<file path="config.mk">
export PLATFORM = sky130hd
export DESIGN_NAME = calendar_date_minus_days_core_flat
export DESIGN_NICKNAME = d
export VERILOG_FILES = /design/src/rtl/core/cdmd_pkg.sv /design/src/rtl/core/cdmd_stream_if.sv /design/src/rtl/core/cdmd_ctrl.sv /design/src/rtl/core/cdmd_dpath.sv /design/src/rtl/core/calendar_date_minus_days_core.sv /design/src/flat_wrapper.sv
export VERILOG_INCLUDE_DIRS = /design/src /design/src/rtl/core
export SDC_FILE = /design/constraint.sdc
export NUM_CORES = 1
export LEC_CHECK = 0
export ABC_AREA = 1
export CELL_PAD_IN_SITES_DETAIL_PLACEMENT = 0
export CELL_PAD_IN_SITES_GLOBAL_PLACEMENT = 1
export CORE_ASPECT_RATIO = 0.8
export CORE_MARGIN = 10
export CORE_UTILIZATION = 53
export CTS_CLUSTER_SIZE = 24
export DETAILED_ROUTE_END_ITERATION = 10
export DONT_BUFFER_PORTS = 1
export MAX_ROUTING_LAYER = met4
export PLACE_DENSITY = 0.95
export SKIP_LAST_GASP = 1
export SLEW_MARGIN = 20
export SYNTH_ARGS = -nofsm -noshare
export SYNTH_HDL_FRONTEND = slang
export SYNTH_HIERARCHICAL = 1
export SYNTH_SLANG_ARGS = --single-unit
</file>
<file path="constraint.sdc">
create_clock -name clk_i -period 10.3 [get_ports clk_i]
set_input_delay 2.06 -clock clk_i [delete_from_list [all_inputs] [get_ports clk_i]]
set_output_delay 2.06 -clock clk_i [all_outputs]
set_load 0.02 [all_outputs]
</file>
<file path="src/rtl/core/assert_macros.svh">
// Assertion macros shared by the date subtractor RTL.
// Depends on nothing; included by the files that carry assertions.
`ifndef ASSERT_MACROS_SVH
`define ASSERT_MACROS_SVH

// Check a property on every rising edge outside reset.
`define CDMD_ASSERT_ON(lbl, clk, rstn, prop) \
  lbl: assert property (@(posedge clk) disable iff (!rstn) (prop)) \
    else $error("cdmd assertion failed");

// Check that a condition never holds outside reset.
`define CDMD_ASSERT_NEVER(lbl, clk, rstn, cond) \
  `CDMD_ASSERT_ON(lbl, clk, rstn, !(cond))

`endif

</file>
<file path="src/rtl/core/cdmd_pkg.sv">
// Shared types, constants and calendar functions of the date subtractor.
// Depends on nothing; used by the controller, datapath, top level, checker and testbench.
package cdmd_pkg;

  localparam int unsigned YearW  = 14;
  localparam int unsigned MonthW = 4;
  localparam int unsigned DayW   = 5;
  localparam int unsigned DaysW  = 12;

  localparam logic [MonthW-1:0] MonthJan = 4'd1;
  localparam logic [MonthW-1:0] MonthFeb = 4'd2;
  localparam logic [MonthW-1:0] MonthDec = 4'd12;

  localparam logic [DayW-1:0] DayFirst   = 5'd1;
  localparam logic [DayW-1:0] DayDecLast = 5'd31;
  localparam logic [DayW-1:0] DayFebLeap = 5'd29;

  // Multiplicative inverse of 25 modulo 2**14 and the divisibility bound
  localparam logic [YearW-1:0] Inv25    = 14'd7209;
  localparam logic [YearW-1:0] Div25Lim = 14'd655;

  // Month lengths of a common year, January first
  localparam logic [DayW-1:0] MonthLen [12] = '{
    5'd31, 5'd28, 5'd31, 5'd30, 5'd31, 5'd30,
    5'd31, 5'd31, 5'd30, 5'd31, 5'd30, 5'd31
  };

  typedef struct packed {
    logic [YearW-1:0]  start_year;
    logic [MonthW-1:0] start_month;
    logic [DayW-1:0]   start_day;
    logic [DaysW-1:0]  days_back;
  } in_word_t;

  typedef struct packed {
    logic [YearW-1:0]  end_year;
    logic [MonthW-1:0] end_month;
    logic [DayW-1:0]   end_day;
    logic              underflow;
  } out_word_t;

  // Controller to datapath
  typedef struct packed {
    logic load;
    logic norm;
    logic step;
    logic emit;
  } cmd_t;

  // Datapath to controller
  typedef struct packed {
    logic last;
    logic out_free;
  } sts_t;

  // Gregorian leap rule: divisible by 100 tested as divisible by 4 and by 25,
  // divisible by 400 then reduces to divisible by 16.
  function automatic logic is_leap(input logic [YearW-1:0] year);
    logic [2*YearW-1:0] prod;
    logic               div4;
    logic               div25;
    logic               div16;
    prod  = year * Inv25;
    div4  = (year[1:0] == 2'd0);
    div16 = (year[3:0] == 4'd0);
    div25 = (prod[YearW-1:0] <= Div25Lim);
    return div4 && (!div25 || div16);
  endfunction

  // Length of a month, month in 1..12
  function automatic logic [DayW-1:0] days_in(input logic [MonthW-1:0] month,
                                              input logic leap);
    logic [MonthW-1:0] idx;
    idx = month - MonthJan;
    if (month == MonthFeb && leap) begin
      return DayFebLeap;
    end
    return MonthLen[idx];
  endfunction

endpackage

</file>
<file path="src/rtl/core/cdmd_stream_if.sv">
// Valid/ready stream channel carrying one word of a given payload type.
// Depends on nothing; payload types come from cdmd_pkg at the instance.
interface cdmd_stream_if #(
  parameter type payload_t = logic
) ();

  logic     valid;
  logic     ready;
  payload_t payload;

  modport source (output valid, output payload, input ready);
  modport sink   (input valid, input payload, output ready);

endinterface

</file>
<file path="src/rtl/core/cdmd_ctrl.sv">
// Sequencing state machine of the date subtractor.
// Depends on cdmd_pkg and assert_macros.svh; drives the datapath commands.
`include "assert_macros.svh"

module cdmd_ctrl (
  input  logic          clk_i,
  input  logic          rst_ni,
  input  logic          req_valid_i,
  output logic          req_ready_o,
  input  cdmd_pkg::sts_t sts_i,
  output cdmd_pkg::cmd_t cmd_o
);

  typedef enum logic [3:0] {
    StIdle = 4'b0001,
    StNorm = 4'b0010,
    StStep = 4'b0100,
    StDone = 4'b1000
  } state_e;

  state_e state_q;
  state_e state_d;

  // Take a new word only when no item is in flight
  assign req_ready_o = (state_q == StIdle);

  // Decode commands and next state
  always_comb begin
    state_d = state_q;
    cmd_o   = '0;
    unique case (state_q)
      StIdle: begin
        if (req_valid_i) begin
          cmd_o.load = 1'b1;
          state_d    = StNorm;
        end
      end
      StNorm: begin
        cmd_o.norm = 1'b1;
        state_d    = StStep;
      end
      StStep: begin
        cmd_o.step = 1'b1;
        if (sts_i.last) begin
          state_d = StDone;
        end
      end
      StDone: begin
        if (sts_i.out_free) begin
          cmd_o.emit = 1'b1;
          state_d    = StIdle;
        end
      end
      default: begin
        state_d = StIdle;
      end
    endcase
  end

  always_ff @(posedge clk_i or negedge rst_ni) begin
    if (!rst_ni) begin
      state_q <= StIdle;
    end else begin
      state_q <= state_d;
    end
  end

  `CDMD_ASSERT_ON(a_state_onehot, clk_i, rst_ni, $onehot(state_q))
  `CDMD_ASSERT_ON(a_load_to_norm, clk_i, rst_ni, cmd_o.load |=> state_q == StNorm)
  `CDMD_ASSERT_NEVER(a_emit_blocked, clk_i, rst_ni, cmd_o.emit && !sts_i.out_free)

endmodule

</file>
<file path="src/rtl/core/cdmd_dpath.sv">
// Date registers, month stepping logic and result register.
// Depends on cdmd_pkg and assert_macros.svh; commanded by cdmd_ctrl.
`include "assert_macros.svh"

module cdmd_dpath #(
  parameter int unsigned MAX_DAYS_BACK = 4095
) (
  input  logic                clk_i,
  input  logic                rst_ni,
  input  cdmd_pkg::cmd_t      cmd_i,
  output cdmd_pkg::sts_t      sts_o,
  input  cdmd_pkg::in_word_t  in_word_i,
  output logic                out_valid_o,
  input  logic                out_ready_i,
  output cdmd_pkg::out_word_t out_word_o
);

  localparam int unsigned YearW  = cdmd_pkg::YearW;
  localparam int unsigned MonthW = cdmd_pkg::MonthW;
  localparam int unsigned DayW   = cdmd_pkg::DayW;
  localparam int unsigned DaysW  = cdmd_pkg::DaysW;

  // Saturation value of the day count
  localparam logic [DaysW-1:0] SatCount =
    (MAX_DAYS_BACK >= (1 << DaysW) - 1) ? {DaysW{1'b1}} : DaysW'(MAX_DAYS_BACK);

  logic [YearW-1:0]  year_q,  year_d;
  logic [MonthW-1:0] month_q, month_d;
  logic [DayW-1:0]   day_q,   day_d;
  logic [DaysW-1:0]  count_q, count_d;
  logic              uf_q,    uf_d;
  logic              leap_q,  leap_d;
  logic              out_valid_q, out_valid_d;
  cdmd_pkg::out_word_t out_word_q;

  logic [MonthW-1:0] month_in;
  logic [DaysW-1:0]  count_in;
  logic [DayW-1:0]   cur_len;
  logic [DayW-1:0]   prev_len;
  logic [YearW-1:0]  leap_year;

  // Clamp the incoming month and count
  always_comb begin
    month_in = in_word_i.start_month;
    if (in_word_i.start_month < cdmd_pkg::MonthJan) begin
      month_in = cdmd_pkg::MonthJan;
    end else if (in_word_i.start_month > cdmd_pkg::MonthDec) begin
      month_in = cdmd_pkg::MonthDec;
    end
    count_in = (in_word_i.days_back > SatCount) ? SatCount : in_word_i.days_back;
  end

  // Track the leap flag of the held year; load it straight from the input word
  assign leap_year = cmd_i.load ? in_word_i.start_year : year_q;
  assign leap_d    = cdmd_pkg::is_leap(leap_year);

  // Month lengths of the held month and the month before it
  assign cur_len  = cdmd_pkg::days_in(month_q, leap_q);
  assign prev_len = cdmd_pkg::days_in(month_q - cdmd_pkg::MonthJan, leap_q);

  // Load, normalize the day, or step back within the month or by one month
  always_comb begin
    year_d     = year_q;
    month_d    = month_q;
    day_d      = day_q;
    count_d    = count_q;
    uf_d       = uf_q;
    sts_o.last = 1'b0;
    if (cmd_i.load) begin
      year_d  = in_word_i.start_year;
      month_d = month_in;
      day_d   = in_word_i.start_day;
      count_d = count_in;
      uf_d    = 1'b0;
    end else if (cmd_i.norm) begin
      if (day_q < cdmd_pkg::DayFirst) begin
        day_d = cdmd_pkg::DayFirst;
      end else if (day_q > cur_len) begin
        day_d = cur_len;
      end
    end else if (cmd_i.step) begin
      if (count_q == '0) begin
        sts_o.last = 1'b1;
      end else if (count_q < DaysW'(day_q)) begin
        day_d      = day_q - count_q[DayW-1:0];
        count_d    = '0;
        sts_o.last = 1'b1;
      end else begin
        count_d = count_q - DaysW'(day_q);
        if (month_q > cdmd_pkg::MonthJan) begin
          month_d = month_q - cdmd_pkg::MonthJan;
          day_d   = prev_len;
        end else if (year_q != '0) begin
          year_d  = year_q - YearW'(1);
          month_d = cdmd_pkg::MonthDec;
          day_d   = cdmd_pkg::DayDecLast;
        end else begin
          year_d     = '0;
          month_d    = cdmd_pkg::MonthJan;
          day_d      = cdmd_pkg::DayFirst;
          uf_d       = 1'b1;
          sts_o.last = 1'b1;
        end
      end
    end
  end

  // Hold the result until the sink takes it
  assign sts_o.out_free = !out_valid_q || out_ready_i;
  assign out_valid_d    = cmd_i.emit || (out_valid_q && !out_ready_i);

  always_ff @(posedge clk_i) begin
    year_q  <= year_d;
    month_q <= month_d;
    day_q   <= day_d;
    count_q <= count_d;
    uf_q    <= uf_d;
    leap_q  <= leap_d;
    if (cmd_i.emit) begin
      out_word_q.end_year  <= year_q;
      out_word_q.end_month <= month_q;
      out_word_q.end_day   <= day_q;
      out_word_q.underflow <= uf_q;
    end
  end

  always_ff @(posedge clk_i or negedge rst_ni) begin
    if (!rst_ni) begin
      out_valid_q <= 1'b0;
    end else begin
      out_valid_q <= out_valid_d;
    end
  end

  assign out_valid_o = out_valid_q;
  assign out_word_o  = out_word_q;

  `CDMD_ASSERT_NEVER(a_step_day_zero, clk_i, rst_ni, cmd_i.step && day_q == '0)
  `CDMD_ASSERT_ON(a_step_month_range, clk_i, rst_ni,
    cmd_i.step |-> (month_q >= cdmd_pkg::MonthJan && month_q <= cdmd_pkg::MonthDec))
  `CDMD_ASSERT_ON(a_underflow_floor, clk_i, rst_ni,
    (out_valid_q && out_word_q.underflow) |->
      (out_word_q.end_year == '0 && out_word_q.end_month == cdmd_pkg::MonthJan &&
       out_word_q.end_day == cdmd_pkg::DayFirst))

endmodule

</file>
<file path="src/rtl/core/calendar_date_minus_days_core.sv">
// Top level of the Gregorian date subtractor: controller plus datapath.
// Depends on cdmd_pkg, cdmd_stream_if, cdmd_ctrl and cdmd_dpath.
//
//   channel  direction  payload                                          role
//   req_i    in         start_year, start_month, start_day, days_back    date query
//   rsp_o    out        end_year, end_month, end_day, underflow          earlier date
//
// Each item is loaded, has its day normalized, then steps back one month boundary
// at a time in the month stepping loop until the count is used up.
// req_i is ready only while no item is in flight; the result sits in an output
// register, so a stalled rsp_o does not block the next query's computation.
// Reset clears the state machine and the output valid flag only.
module calendar_date_minus_days_core #(
  parameter int unsigned MAX_DAYS_BACK = 4095
) (
  input  logic                clk_i,
  input  logic                rst_ni,
  cdmd_stream_if.sink         req_i,
  cdmd_stream_if.source       rsp_o
);

  cdmd_pkg::cmd_t cmd;
  cdmd_pkg::sts_t sts;
  cdmd_pkg::in_word_t  in_word;
  cdmd_pkg::out_word_t out_word;
  logic                req_ready;
  logic                out_valid;

  assign in_word = req_i.payload;

  cdmd_ctrl u_ctrl (
    .clk_i       (clk_i),
    .rst_ni      (rst_ni),
    .req_valid_i (req_i.valid),
    .req_ready_o (req_ready),
    .sts_i       (sts),
    .cmd_o       (cmd)
  );

  cdmd_dpath #(
    .MAX_DAYS_BACK (MAX_DAYS_BACK)
  ) u_dpath (
    .clk_i       (clk_i),
    .rst_ni      (rst_ni),
    .cmd_i       (cmd),
    .sts_o       (sts),
    .in_word_i   (in_word),
    .out_valid_o (out_valid),
    .out_ready_i (rsp_o.ready),
    .out_word_o  (out_word)
  );

  // Drive the channel ports
  assign req_i.ready   = req_ready;
  assign rsp_o.valid   = out_valid;
  assign rsp_o.payload = out_word;

endmodule

</file>
<file path="src/flat_wrapper.sv">
// flat-port wrapper written by rule: the top's interface ports become plain ports
module calendar_date_minus_days_core_flat 
#(
  parameter int unsigned MAX_DAYS_BACK = 4095
)
  (clk_i, rst_ni, req_i_valid, req_i_payload, req_i_ready, rsp_o_valid, rsp_o_payload, rsp_o_ready);
  cdmd_stream_if #(.payload_t(cdmd_pkg::in_word_t)) req_i_i ();
  cdmd_stream_if #(.payload_t(cdmd_pkg::out_word_t)) rsp_o_i ();
  input  logic clk_i;
  input  logic rst_ni;
  input wire logic [$bits(req_i_i.valid)-1:0] req_i_valid;
  input wire logic [$bits(req_i_i.payload)-1:0] req_i_payload;
  output wire logic [$bits(req_i_i.ready)-1:0] req_i_ready;
  output wire logic [$bits(rsp_o_i.valid)-1:0] rsp_o_valid;
  output wire logic [$bits(rsp_o_i.payload)-1:0] rsp_o_payload;
  input wire logic [$bits(rsp_o_i.ready)-1:0] rsp_o_ready;
  assign req_i_i.valid = req_i_valid;
  assign req_i_i.payload = req_i_payload;
  assign req_i_ready = req_i_i.ready;
  assign rsp_o_valid = rsp_o_i.valid;
  assign rsp_o_payload = rsp_o_i.payload;
  assign rsp_o_i.ready = rsp_o_ready;
  calendar_date_minus_days_core #(.MAX_DAYS_BACK(MAX_DAYS_BACK)) u_core (.clk_i(clk_i), .rst_ni(rst_ni), .req_i(req_i_i), .rsp_o(rsp_o_i));
endmodule
</file>
==> out/metrics.csv <==
stage,metric,value,unit
cts,tritoncts.num_buffers,9,
die,die-width,131,um
final_layout,layout_commonest_cell,sky130_fd_sc_hd__nand2_1,
setup_path,crit_path_end_kind,flop,
timing,grt_setup_unrepaired,no,
setup_path,cp_max_fo,34,
timing,finalSetupTns,0,ps
timing,timing_worst_slew_pin_value,904,ps
yosys,synth_edf_count,59,
setup_path,startpoint_type,input port,
global_routing,maximum_number_of_pins_on_one_net_before_global_route_repair,35,
cts,clock_tree_from_tritoncts,done,
final_layout,design_area,5750,sq um
setup_path,worst-setup-path-type,input port to flop,
die,start_util,54.3,%
cts,postCtsSetupRepairBufs,0,
final_layout,antenna_diode_count,0,
global_routing,antenna_found_initial,0,
final_layout,area.growth.synth_to_final,9.62,%
drt,route.vias.total,4002,
global_routing,grt_pass1_vias,3927,
final_layout,layout.cells.most_common_list,"sky130_fd_sc_hd__nand2_1, sky130_fd_sc_hd__inv_1, sky130_fd_sc_hd__edfxtp_1",
flow_run,maxCapViolCount,0,
yosys,synth_seq_cells,66,
yosys,synthCells,606,
yosys,synth_top_flop_cell,sky130_fd_sc_hd__edfxtp_1,
drt,route.detailed.vias_per_inst,5.31,
cts,cts.hold.buffers_added,0,
cts,ctsHtreeMaxLevel,3,
yosys,avgSynthCellArea,8.65,sq um
yosys,synth_async_sr_flop_share,7.58,%
yosys,mappedNetlistNets,713,
die,die_area,14300,sq um
setup_path,crit_required,10530,ps
drt,drtPass1Iterations,6,
placement,io_buffers,0,
drt,detail_route.wirelength,11800,um
global_routing,globalRouteTotalUtil,17.6,%
timing,final.setup_skew,5.34,ps
timing,slew_headroom,39.1,%
cts,cts.reportedPaths.clkPinSlew,60,ps
timing,final_min_period_over_clock_period,63.0,%
cts,post_cts_resized,0,
placement,gp_congestion,0.931,
yosys,syn-cell-area,5240,sq um
final_layout,layout-drive-gt1-share,11.3,%
drt,ant_nets,0,
yosys,synth.yosys.seq_area_share,37.0,%
status,status,finished clean,
placement,placed_cell_area,5410,sq um
timing,finalMaxSlewViolations,0,
cts,cts.sink_count,66,
setup_path,worst_ep_arrival_time,6720,ps
timing,finalHoldViolCount,0,
cts,cts_max_path_buffers,2,
die,die_height,109,um
global_routing,gr-total-overflow,0,
yosys,synth.distinct_cells,49,
worst_hold_path,worst_hold_path_type,flop to flop,
final_layout,nNetsFinal,719,
die,io_pins,65,
cts,worst_skew_pair.late_latency,330,ps
die,placementRows,32,
global_routing,global_route_wire_length_before_repair,19700,um
drt,avgRoutedWirePerCell,15.7,um
placement,dp.final_hpwl,9440,um
timing,max_freq,154,MHz
cts,clk_root_buffer_cell,sky130_fd_sc_hd__clkbuf_16,
drt,route.detailed.drc,0,
timing,period_needed,6490,ps
drt,detailedRoute.firstIterationViolations,276,
timing,setup_viol,0,
yosys,synth-warning-count,6,
die,core_area,9650,sq um
## flip-flops by register name, indices dropped and copies added, names as in the netlist
signal                      count
u_core/u_dpath/uf_q             1
u_core/u_dpath/out_word_o      24
u_core/u_dpath/count_q         12
u_core/u_dpath/leap_q           1
u_core/u_dpath/month_q          4
u_core/u_dpath/year_q          14
u_core/u_dpath/out_valid_o      1
u_core/u_dpath/day_q            5
u_core/u_ctrl/state_q           4
## critical path, stage by stage
cell and delay (ps):
sky130_fd_sc_hd__inv_1 70, sky130_fd_sc_hd__nor2_4 380, sky130_fd_sc_hd__buf_4 430, sky130_fd_sc_hd__inv_2 230, sky130_fd_sc_hd__nand2_1 140, sky130_fd_sc_hd__nand2_2 110
sky130_fd_sc_hd__fa_1 470, sky130_fd_sc_hd__ha_1 290, sky130_fd_sc_hd__ha_1 270, sky130_fd_sc_hd__inv_1 50, sky130_fd_sc_hd__fa_1 510, sky130_fd_sc_hd__fa_1 570
sky130_fd_sc_hd__inv_1 50, sky130_fd_sc_hd__ha_1 310, sky130_fd_sc_hd__inv_1 70, sky130_fd_sc_hd__o311ai_0 420, sky130_fd_sc_hd__inv_1 80, sky130_fd_sc_hd__nand2_1 70
sky130_fd_sc_hd__nand3_1 60, sky130_fd_sc_hd__nand2_1 60, sky130_fd_sc_hd__inv_1 30
## per-stage QoR
step                      std cells  utilization [%]  setup slack, ps  hold slack, ps
after global placement          737             56.0             3560             417
after CTS                       753             59.6             3800             439
after floorplan                 606                -             3970             409
after detailed placement        737             56.0             3460             424
final                           753             59.6             3810             439
after global routing            753             59.6             3450             442
## path summary, 6_finish.rpt
path	startpoint	depth (start not counted)	slack, ps	end
max in group asynchronous	rst_ni	0	8710	u_core/u_ctrl/state_q[0]
min in group asynchronous	rst_ni	0	1420	u_core/u_ctrl/state_q[1]
worst max-delay path	req_i_valid	21	3810	u_core/u_dpath/leap_q
worst min-delay path	u_core/u_dpath/uf_q	0	440	u_core/u_dpath/out_word_o[0]
worst max register to register	u_core/u_ctrl/state_q[3]	22	4850	u_core/u_dpath/leap_q
worst min register to register	u_core/u_dpath/uf_q	0	440	u_core/u_dpath/out_word_o[0]
## synthesized netlist by cell type, types with 2 or more instances
library cell	count	area, sq um
sky130_fd_sc_hd__o211ai_1	6	45.0
sky130_fd_sc_hd__nand2_1	132	495
sky130_fd_sc_hd__nand3_1	28	140
sky130_fd_sc_hd__o21ai_1	8	40.0
sky130_fd_sc_hd__nand2_2	14	87.6
sky130_fd_sc_hd__a31oi_1	2	12.5
sky130_fd_sc_hd__buf_2	2	10.0
sky130_fd_sc_hd__fa_1	13	260
sky130_fd_sc_hd__o31ai_1	2	15.0
sky130_fd_sc_hd__a21oi_1	17	85.1
sky130_fd_sc_hd__nand4_1	10	62.6
sky130_fd_sc_hd__inv_2	5	18.8
sky130_fd_sc_hd__xor2_1	18	158
sky130_fd_sc_hd__ha_1	55	688
sky130_fd_sc_hd__or2_1	2	12.5
sky130_fd_sc_hd__clkbuf_1	3	11.3
sky130_fd_sc_hd__o21ai_2	3	26.3
sky130_fd_sc_hd__nand3_2	4	40.0
sky130_fd_sc_hd__nor2_2	7	43.8
sky130_fd_sc_hd__dfrtp_1	4	100
sky130_fd_sc_hd__nor2_1	38	143
sky130_fd_sc_hd__nand2_4	5	56.3
sky130_fd_sc_hd__xnor2_1	6	52.6
sky130_fd_sc_hd__edfxtp_1	59	1770
sky130_fd_sc_hd__dfxtp_1	2	40.0
sky130_fd_sc_hd__a211oi_1	2	15.0
sky130_fd_sc_hd__nor3_1	3	15.0
sky130_fd_sc_hd__o21ai_0	37	185
sky130_fd_sc_hd__buf_6	2	22.5
sky130_fd_sc_hd__inv_1	98	368
## kinds of logic (layout without fill, tap and decap cells)
| family | count (synthesis) | in the layout | synth area share [%] |
|---|---|---|---|
| adders and majority gates | 68 | 68 | 18.1 |
| DFF | 66 | 66 | 37.0 |
| AOI/OAI and AO/OA | 82 | 82 | 9.02 |
| xor gates and xnor gates | 26 | 26 | 4.84 |
| and+or+nand+nor | 251 | 251 | 22.6 |
| buffers and inverters | 113 | 124 | 8.52 |
## metal layers
metal	wire [um]	track usage, %	vias up
li1	-	-	2010
met1	5750	23.1	1872
met2	4930	25.9	109
met3	997	5.47	11
met4	119	4.17	0
met5	0	-	-
## area by class of cell
class / instances / area, sq um
inverter: 103 / 387
timing repair buffer: 5 / 37.5
multi-input combinational: 427 / 2870
clock inverter: 6 / 114
fill: 828 / 3900
clock buffer: 10 / 229
sequential: 66 / 1940
tap: 136 / 170
Power is left out: the tool's default activity adds up to more than one toggle a clock period on the data nets, which glitch-free logic cannot reach.
